===== src/design/cst_pkg.sv =====
// ----------------------------------------------------------------------------
// cst_pkg: shared types and constants for the CSV stream tokenizer
// Holds the payload structs, token event codes, tokenizer flags and the
// result bundle passed from the token logic to the output stage.
// ----------------------------------------------------------------------------
package cst_pkg;

  // Characters with a special meaning in CSV text
  localparam logic [7:0] CH_QUOTE = 8'h22;
  localparam logic [7:0] CH_COMMA = 8'h2C;
  localparam logic [7:0] CH_CR    = 8'h0D;
  localparam logic [7:0] CH_LF    = 8'h0A;

  // Most results one input item can cause
  localparam int unsigned MAX_RES = 3;

  typedef enum logic [2:0] {
    EV_CONTENT = 3'd0,
    EV_FIELD   = 3'd1,
    EV_ROW     = 3'd2,
    EV_UNTERM  = 3'd3,
    EV_DONE    = 3'd4
  } event_t;

  typedef struct packed {
    logic [7:0] text_byte;
    logic       is_final;
    logic       no_byte;
  } in_t;

  typedef struct packed {
    event_t     event_res;
    logic [7:0] content;
    logic       last_of_run;
  } out_t;

  typedef struct packed {
    logic inside_quotes;
    logic quote_pending;
    logic carriage_return_seen;
    logic field_is_empty;
    logic row_is_empty;
  } flags_t;

  localparam flags_t FLAGS_RST = '{
    inside_quotes:        1'b0,
    quote_pending:        1'b0,
    carriage_return_seen: 1'b0,
    field_is_empty:       1'b1,
    row_is_empty:         1'b1
  };

  // Results of one item, packed toward entry 0, with their count
  typedef struct packed {
    out_t [MAX_RES-1:0] ent;
    logic [1:0]         cnt;
  } bundle_t;

endpackage


===== src/design/cst_token_logic.sv =====
// ----------------------------------------------------------------------------
// cst_token_logic: per-byte CSV tokenizing step
// Combinational: from the current flags and one input item, produce the next
// flags and the ordered list of tokens that the item causes.
// ----------------------------------------------------------------------------
module cst_token_logic (
  input  cst_pkg::flags_t  flags_i,
  input  cst_pkg::in_t     in_i,
  output cst_pkg::flags_t  flags_o,
  output cst_pkg::bundle_t bundle_o
);

  always_comb begin
    cst_pkg::flags_t                   f;
    cst_pkg::out_t [cst_pkg::MAX_RES-1:0] cand;
    logic [cst_pkg::MAX_RES-1:0]       en;
    logic                              done_b;
    logic [7:0]                        c;
    logic [1:0]                        n;

    f      = flags_i;
    c      = in_i.text_byte;
    done_b = 1'b0;
    en     = '0;
    n      = 2'd0;

    // Candidate tokens: byte token, final flush/error, stream done
    cand[0] = '{event_res: cst_pkg::EV_CONTENT, content: 8'd0,
                last_of_run: !in_i.is_final};
    cand[1] = '{event_res: cst_pkg::EV_ROW, content: 8'd0, last_of_run: 1'b0};
    cand[2] = '{event_res: cst_pkg::EV_DONE, content: 8'd0, last_of_run: 1'b1};

    // Handle the text byte
    if (!in_i.no_byte) begin
      if (f.quote_pending) begin
        f.quote_pending = 1'b0;
        if (c == cst_pkg::CH_QUOTE) begin
          en[0]            = 1'b1;
          cand[0].content  = cst_pkg::CH_QUOTE;
          f.field_is_empty = 1'b0;
          done_b           = 1'b1;
        end else begin
          f.inside_quotes = 1'b0;
        end
      end
      if (!done_b && f.carriage_return_seen) begin
        f.carriage_return_seen = 1'b0;
        if (c == cst_pkg::CH_LF) begin
          done_b = 1'b1;
        end
      end
      if (!done_b) begin
        if (f.inside_quotes) begin
          if (c == cst_pkg::CH_QUOTE) begin
            f.quote_pending = 1'b1;
          end else begin
            en[0]            = 1'b1;
            cand[0].content  = c;
            f.field_is_empty = 1'b0;
          end
        end else if (c == cst_pkg::CH_QUOTE && f.field_is_empty) begin
          f.inside_quotes = 1'b1;
        end else if (c == cst_pkg::CH_COMMA) begin
          en[0]             = 1'b1;
          cand[0].event_res = cst_pkg::EV_FIELD;
          f.field_is_empty  = 1'b1;
          f.row_is_empty    = 1'b0;
        end else if (c == cst_pkg::CH_CR || c == cst_pkg::CH_LF) begin
          en[0]                  = 1'b1;
          cand[0].event_res      = cst_pkg::EV_ROW;
          f.field_is_empty       = 1'b1;
          f.row_is_empty         = 1'b1;
          f.carriage_return_seen = (c == cst_pkg::CH_CR);
        end else begin
          en[0]            = 1'b1;
          cand[0].content  = c;
          f.field_is_empty = 1'b0;
        end
      end
    end

    // Close the stream: error or flush, then done, then back to reset flags
    if (in_i.is_final) begin
      if (f.quote_pending) begin
        f.quote_pending = 1'b0;
        f.inside_quotes = 1'b0;
      end
      if (f.inside_quotes) begin
        en[1]             = 1'b1;
        cand[1].event_res = cst_pkg::EV_UNTERM;
      end else if (!f.field_is_empty || !f.row_is_empty) begin
        en[1] = 1'b1;
      end
      en[2] = 1'b1;
      f     = cst_pkg::FLAGS_RST;
    end

    // Pack enabled tokens toward entry 0
    bundle_o.ent = cand;
    for (int i = 0; i < cst_pkg::MAX_RES; i++) begin
      if (en[i]) begin
        bundle_o.ent[n] = cand[i];
        n               = n + 2'd1;
      end
    end
    bundle_o.cnt = n;
    flags_o      = f;
  end

endmodule


===== src/design/csv_stream_tokenizer_unit.sv =====
// Path: an item's tokens reach out_ through the bundle register and then the
// output register, which drains the bundle one token a cycle while out_ready
// is high. Throughput: one input item per cycle while each item causes at
// most one token and out_ready is high; an item that causes more tokens holds
// the input until the output register has drained its bundle to the last token.
// Reset: rst_n (synchronous, active low) clears the tokenizer flags to their
// start-of-stream values and empties the result bundle and output register.
// ----------------------------------------------------------------------------
// csv_stream_tokenizer_unit: streaming CSV tokenizer, top level
// Tokenizes each accepted byte into a registered result bundle, then
// drains the bundle through an output register one token per transfer.
// ----------------------------------------------------------------------------
module csv_stream_tokenizer_unit (
  input  logic          clk,
  input  logic          rst_n,
  input  logic          in_valid,
  output logic          in_ready,
  input  cst_pkg::in_t  in_data,
  output logic          out_valid,
  input  logic          out_ready,
  output cst_pkg::out_t out_data
);

  cst_pkg::flags_t                      flags_r;
  cst_pkg::flags_t                      flags_nxt;
  cst_pkg::bundle_t                     bundle_nxt;
  cst_pkg::out_t [cst_pkg::MAX_RES-1:0] ent_r;
  logic [1:0]                           cnt_r;
  logic                                 out_valid_r;
  cst_pkg::out_t                        out_data_r;
  logic                                 load_out;
  logic                                 in_fire;

  cst_token_logic u_token (
    .flags_i  (flags_r),
    .in_i     (in_data),
    .flags_o  (flags_nxt),
    .bundle_o (bundle_nxt)
  );

  // Move the head token into the output register when it is free
  assign load_out = (cnt_r != 2'd0) && (!out_valid_r || out_ready);
  assign in_ready = (cnt_r == 2'd0) || (cnt_r == 2'd1 && load_out);
  assign in_fire  = in_valid && in_ready;

  // Advance tokenizer flags on each input transfer
  always_ff @(posedge clk) begin
    if (!rst_n) begin
      flags_r <= cst_pkg::FLAGS_RST;
    end else if (in_fire) begin
      flags_r <= flags_nxt;
    end
  end

  // Load a new bundle or shift the drained token out
  always_ff @(posedge clk) begin
    if (!rst_n) begin
      cnt_r <= 2'd0;
    end else if (in_fire) begin
      cnt_r <= bundle_nxt.cnt;
    end else if (load_out) begin
      cnt_r <= cnt_r - 2'd1;
    end
  end

  always_ff @(posedge clk) begin
    if (in_fire) begin
      ent_r <= bundle_nxt.ent;
    end else if (load_out) begin
      for (int i = 0; i < cst_pkg::MAX_RES - 1; i++) begin
        ent_r[i] <= ent_r[i+1];
      end
    end
  end

  // Output register: hold while stalled
  always_ff @(posedge clk) begin
    if (!rst_n) begin
      out_valid_r <= 1'b0;
    end else if (load_out) begin
      out_valid_r <= 1'b1;
    end else if (out_ready) begin
      out_valid_r <= 1'b0;
    end
  end

  always_ff @(posedge clk) begin
    if (load_out) begin
      out_data_r <= ent_r[0];
    end
  end

  assign out_valid = out_valid_r;
  assign out_data  = out_data_r;

`ifndef SYNTHESIS
  a_final_resets_flags: assert property (@(posedge clk) disable iff (!rst_n)
    in_fire && in_data.is_final |=> flags_r == cst_pkg::FLAGS_RST)
    else $error("flags not back to start after final item");

  a_pending_needs_quotes: assert property (@(posedge clk) disable iff (!rst_n)
    flags_r.quote_pending |-> flags_r.inside_quotes)
    else $error("quote pending outside quoted field");

  a_done_is_last: assert property (@(posedge clk) disable iff (!rst_n)
    out_valid_r && out_data_r.event_res == cst_pkg::EV_DONE |-> out_data_r.last_of_run)
    else $error("stream done token not marked last");

  a_accept_only_when_drained: assert property (@(posedge clk) disable iff (!rst_n)
    in_fire && cnt_r != 2'd0 |-> load_out && cnt_r == 2'd1)
    else $error("bundle overwritten before drained");
`endif

endmodule


===== config.mk =====
export PLATFORM = sky130hd
export DESIGN_NAME = csv_stream_tokenizer_unit
export DESIGN_NICKNAME = d
export VERILOG_FILES = /design/src/design/cst_pkg.sv /design/src/design/cst_token_logic.sv /design/src/design/csv_stream_tokenizer_unit.sv
export SDC_FILE = /design/constraint.sdc
export NUM_CORES = 1
export LEC_CHECK = 0
export ABC_AREA = 1
export BUFFER_PORTS_ARGS = -buffer_cell sky130_fd_sc_hd__buf_4
export CORE_ASPECT_RATIO = 2
export CORE_MARGIN = 3
export CORE_UTILIZATION = 50
export CTS_CLUSTER_DIAMETER = 60
export DETAILED_ROUTE_END_ITERATION = 8
export HOLD_SLACK_MARGIN = 0.05
export PLACE_DENSITY = 0.72
export SLEW_MARGIN = 20
export SYNTH_ARGS = -nofsm -noshare
export SYNTH_HDL_FRONTEND = slang
export SYNTH_SLANG_ARGS = --single-unit

===== constraint.sdc =====
create_clock -name clk -period 3 [get_ports clk]
set_input_delay 0.15 -clock clk [delete_from_list [all_inputs] [get_ports clk]]
set_output_delay 0.15 -clock clk [all_outputs]
set_load 0.02 [all_outputs]

==> flow_results.xml <==
<?xml version="1.0" encoding="UTF-8"?>
<metrics>
  <group name="status">
    <metric name="run_status" unit="">finished, final reports clean</metric>
  </group>
  <group name="timing">
    <metric name="hold_viol" unit="">0</metric>
    <metric name="period_needed" unit="ns">2.36</metric>
    <metric name="fin_worst_hold_slack" unit="ns">0.0520</metric>
    <metric name="fin_worst_skew" unit="ns">0.00401</metric>
    <metric name="timing_max_transition_violations_final" unit="">0</metric>
    <metric name="timing.final.crit_share" unit="%">78.7</metric>
    <metric name="rsz0062_at_grt" unit="">false</metric>
    <metric name="worstMarginPinSlew" unit="ns">0.922</metric>
    <metric name="timing.final.setup_violations" unit="">0</metric>
    <metric name="fin_tns_setup" unit="ns">0</metric>
    <metric name="relSlewSlack" unit="%">38.3</metric>
    <metric name="maximum_achievable_frequency" unit="MHz">424</metric>
  </group>
  <group name="clocking">
    <metric name="cts_root_buffer" unit="">sky130_fd_sc_hd__clkbuf_8</metric>
    <metric name="post_cts_clock_slew_at_the_launch_and_capture_registers_of_the_worst_setup_and_hold_paths" unit="ns">0.07</metric>
    <metric name="cts_num_sinks" unit="">35</metric>
    <metric name="cts_buffers" unit="">5</metric>
    <metric name="clock_tree.htree_level_count" unit="">2</metric>
    <metric name="number_of_gates_given_a_new_drive_strength_after_cts" unit="">0</metric>
    <metric name="clk_latency" unit="ns">0.28</metric>
    <metric name="cts-hold-fix-buffers" unit="">0</metric>
    <metric name="clock_path_buffers" unit="">2</metric>
    <metric name="tritoncts" unit="">built</metric>
    <metric name="cts_post_setup_buffers_inserted" unit="">0</metric>
  </group>
  <group name="drt">
    <metric name="drt_iter0_drc" unit="">29</metric>
    <metric name="post-route-drc-count" unit="">0</metric>
    <metric name="first_pass_iteration_count_of_the_detailed_router" unit="">4</metric>
    <metric name="route.vias.total" unit="">1428</metric>
    <metric name="wl" unit="um">3720</metric>
    <metric name="route.detailed.wl_per_inst" unit="um">14.4</metric>
    <metric name="drtAntennaViolNets" unit="">0</metric>
    <metric name="avgViaCountPerCell" unit="">5.51</metric>
  </group>
  <group name="logic_synthesis">
    <metric name="synth_seq_cells" unit="">35</metric>
    <metric name="yosysWarnings" unit="">0</metric>
    <metric name="post_synth.cell_area_avg" unit="um^2">9.13</metric>
    <metric name="synth.largest_area_cell" unit="">sky130_fd_sc_hd__edfxtp_1</metric>
    <metric name="postSynth.topFlopCell" unit="">sky130_fd_sc_hd__edfxtp_1</metric>
    <metric name="post_syn_instances" unit="">194</metric>
    <metric name="synth_most_common_cell" unit="">sky130_fd_sc_hd__nand2_1</metric>
    <metric name="post_synth_instance_area" unit="um^2">1770</metric>
    <metric name="share_of_the_yosys_chip_area_belonging_to_registers" unit="%">54.8</metric>
    <metric name="synth.top_cells.by_area" unit="">sky130_fd_sc_hd__edfxtp_1 46%, sky130_fd_sc_hd__dfxtp_1 9.0%, sky130_fd_sc_hd__nand2_1 8.9%</metric>
    <metric name="synth_cell_type_count" unit="">29</metric>
    <metric name="synth_enable_flop_cells" unit="">27</metric>
    <metric name="asyncSetResetFlopFracSynth" unit="%">0</metric>
    <metric name="syn_nets" unit="">212</metric>
    <metric name="synth_top_cell_area_share" unit="%">45.8</metric>
    <metric name="synth_top_cells_by_count" unit="">42 x sky130_fd_sc_hd__nand2_1, 29 x sky130_fd_sc_hd__inv_1, 27 x sky130_fd_sc_hd__edfxtp_1</metric>
  </group>
  <group name="place">
    <metric name="gp_congestion" unit="">0.923</metric>
    <metric name="postPlaceCellArea" unit="um^2">2010</metric>
    <metric name="port-buffer-count" unit="">27</metric>
    <metric name="place_hpwl" unit="um">3040</metric>
  </group>
  <group name="critical_path">
    <metric name="reg2reg_depth" unit="">13</metric>
    <metric name="worst_ep_arrival" unit="ns">2.50</metric>
    <metric name="worst_path_maximum_fanout" unit="">7</metric>
    <metric name="start_kind" unit="">flip-flop</metric>
    <metric name="critical_path.reg2reg.endpoint" unit="">ent_r[3]$_SDFFCE_PN0P_</metric>
    <metric name="worst_setup_path_end_kind" unit="">flip-flop</metric>
    <metric name="timing.rr.start" unit="">flags_r[3]$_SDFFE_PN0P_</metric>
    <metric name="setup.reg_to_reg.worst_slack" unit="ns">0.64</metric>
    <metric name="critPathRequiredTime" unit="ns">3.14</metric>
    <metric name="timing_worst_setup_path_type" unit="">flip-flop to flip-flop</metric>
  </group>
  <group name="run">
    <metric name="maxCapViolations" unit="">0</metric>
  </group>
  <group name="cells_and_area">
    <metric name="antenna_cells_inserted" unit="">0</metric>
    <metric name="synthToLayoutAreaGrowth" unit="%">19.6</metric>
    <metric name="layout-drive-gt1-share" unit="%">24.7</metric>
    <metric name="finish.net_count" unit="">244</metric>
    <metric name="fill_cells" unit="">284</metric>
    <metric name="design_area" unit="um^2">2120</metric>
  </group>
  <group name="power">
    <metric name="internal_power" unit="W">0.00130</metric>
    <metric name="sequential_fraction_of_design_power" unit="%">45.3</metric>
    <metric name="power.combinational.fraction" unit="%">33.6</metric>
    <metric name="peakVddDrop" unit="mV">0.751</metric>
    <metric name="netSwitchingPower" unit="W">0.000664</metric>
    <metric name="totalPowerFinal" unit="W">0.00196</metric>
    <metric name="power.density" unit="nW/um^2">925</metric>
    <metric name="share_clk_of_total_power" unit="%">21.1</metric>
    <metric name="p_leak" unit="nW">0.959</metric>
    <metric name="p_sw_share" unit="%">33.9</metric>
  </group>
  <group name="die">
    <metric name="top_level_ports" unit="">28</metric>
    <metric name="core_area" unit="um^2">3380</metric>
    <metric name="initial_utilization" unit="%">52.4</metric>
    <metric name="std_cell_rows" unit="">30</metric>
    <metric name="die_w" unit="um">48.1</metric>
    <metric name="die_h" unit="um">90.2</metric>
    <metric name="die-area" unit="um^2">4330</metric>
  </group>
  <group name="global_route">
    <metric name="pin_count_of_the_biggest_net_entering_global_routing" unit="">19</metric>
    <metric name="first_pass_grt_wire_length" unit="um">5730</metric>
    <metric name="grt.overflow.total" unit="">0</metric>
    <metric name="first_global_vias" unit="">1392</metric>
    <metric name="grt_antenna_before_repair" unit="">0</metric>
    <metric name="globalRouteTotalUtil" unit="%">18.4</metric>
  </group>
  <group name="worst_hold_path">
    <metric name="holdPathEnd" unit="">flags_r[0]$_SDFFE_PN1P_</metric>
    <metric name="min-delay-path-class" unit="">input port to flip-flop</metric>
    <metric name="min_path_cells" unit="">2</metric>
    <metric name="hold_start" unit="">rst_n</metric>
  </group>
</metrics>
flip-flops by register name (all words and copies together) (netlist names):
name / flops
cnt_r: 2
ent_r: 15
flags_r: 5
out_data: 12
out_valid: 1
metrics by stage:
stage / setup slack, ns / instances / utilization [%]
after floorplan: 0.647 / 194 / -
after global placement: 0.610 / 251 / 59.4
after detailed placement: 0.546 / 251 / 59.4
after CTS: 0.636 / 259 / 62.7
after global routing: 0.429 / 259 / 62.7
final: 0.639 / 259 / 62.7
logic make-up (layout without fill, tap and decap cells):
family | count (synthesis) | in the layout | share of synthesized area (%)
AO/OA/AOI/OAI | 28 | 28 | 9.82
adder cells (fa/ha/maj) | 4 | 4 | 2.83
buffers and inverters | 34 | 67 | 7.42
flip-flops | 35 | 35 | 54.8
AND/OR/NAND/NOR | 93 | 93 | 25.1
how the worst max path moves through the flow:
stage | start | end | cells after the start
2_1_floorplan | cnt_r[0]$_SDFFE_PN0P_ | cnt_r[0]$_SDFFE_PN0P_ | 5
5_1_grt | flags_r[3]$_SDFFE_PN0P_ | ent_r[4]$_SDFFCE_PN0P_ | 13
6_report | flags_r[3]$_SDFFE_PN0P_ | ent_r[3]$_SDFFCE_PN0P_ | 13
4_1_cts | flags_r[3]$_SDFFE_PN0P_ | ent_r[4]$_SDFFCE_PN0P_ | 13
3_3_place_gp | in_data[8] | ent_r[3]$_SDFFCE_PN0P_ | 17
3_5_place_dp | in_data[6] | ent_r[4]$_SDFFCE_PN0P_ | 17
cell type report:
type | count | area [um^2] | share of cell area (%)
clock buffer | 5 | 68.8 | 3.25
clock inverter | 3 | 43.8 | 2.07
inverter | 31 | 116 | 5.49
multi-input combinational | 125 | 668 | 31.5
sequential | 35 | 971 | 45.8
tap | 32 | 40.0 | 1.89
timing repair buffer | 28 | 210 | 9.92
critical path: stages (launching register included):
cell                      delay [ns]
sky130_fd_sc_hd__dfxtp_1        0.51
sky130_fd_sc_hd__nand3_1        0.15
sky130_fd_sc_hd__nand2_1        0.17
sky130_fd_sc_hd__nor2_2         0.08
sky130_fd_sc_hd__nand3_1        0.10
sky130_fd_sc_hd__nand2_1        0.12
sky130_fd_sc_hd__nand3_2        0.10
sky130_fd_sc_hd__nand2_1        0.07
sky130_fd_sc_hd__ha_1           0.20
sky130_fd_sc_hd__a21oi_2        0.23
sky130_fd_sc_hd__inv_1          0.13
sky130_fd_sc_hd__nor2_1         0.18
sky130_fd_sc_hd__nand2_1        0.08
sky130_fd_sc_hd__nor2_1         0.11
cell usage in the layout (no fill, tap or decap), types with 4 or more instances in the layout:
| master | instances |
|---|---|
| sky130_fd_sc_hd__nand3_1 | 7 |
| sky130_fd_sc_hd__nor3_1 | 4 |
| sky130_fd_sc_hd__inv_1 | 29 |
| sky130_fd_sc_hd__nand2_2 | 4 |
| sky130_fd_sc_hd__nand2_1 | 42 |
| sky130_fd_sc_hd__o21ai_0 | 6 |
| sky130_fd_sc_hd__buf_4 | 28 |
| sky130_fd_sc_hd__dfxtp_1 | 8 |
| sky130_fd_sc_hd__clkbuf_8 | 5 |
| sky130_fd_sc_hd__ha_1 | 4 |
| sky130_fd_sc_hd__edfxtp_1 | 27 |
| sky130_fd_sc_hd__nor2_1 | 23 |
| sky130_fd_sc_hd__a21oi_1 | 6 |
power groups by stage:
stage          combinational [W]  clock [W]  sequential (W)
6_report                0.000659   0.000413        0.000888
5_1_grt                 0.000724   0.000434        0.000910
4_1_cts                 0.000668   0.000419        0.000893
3_5_place_dp            0.000668          0        0.000901
3_3_place_gp            0.000643          0        0.000889
2_1_floorplan           0.000282          0         0.00101
metal layers:
| layer | routed length, um | part of all wire [%] | vias up | global-route usage [%] |
|---|---|---|---|---|
| met2 | 2110 | 57 | 50 | 33.0 |
| met5 | 0 | 0 | - | 0 |
| met4 | 195 | 5.2 | 0 | 11.5 |
| met3 | 166 | 4.5 | 14 | 3.61 |
| met1 | 1250 | 33 | 655 | 16.6 |
| li1 | - | - | 709 | - |
(Power assumes the default switching activity.)
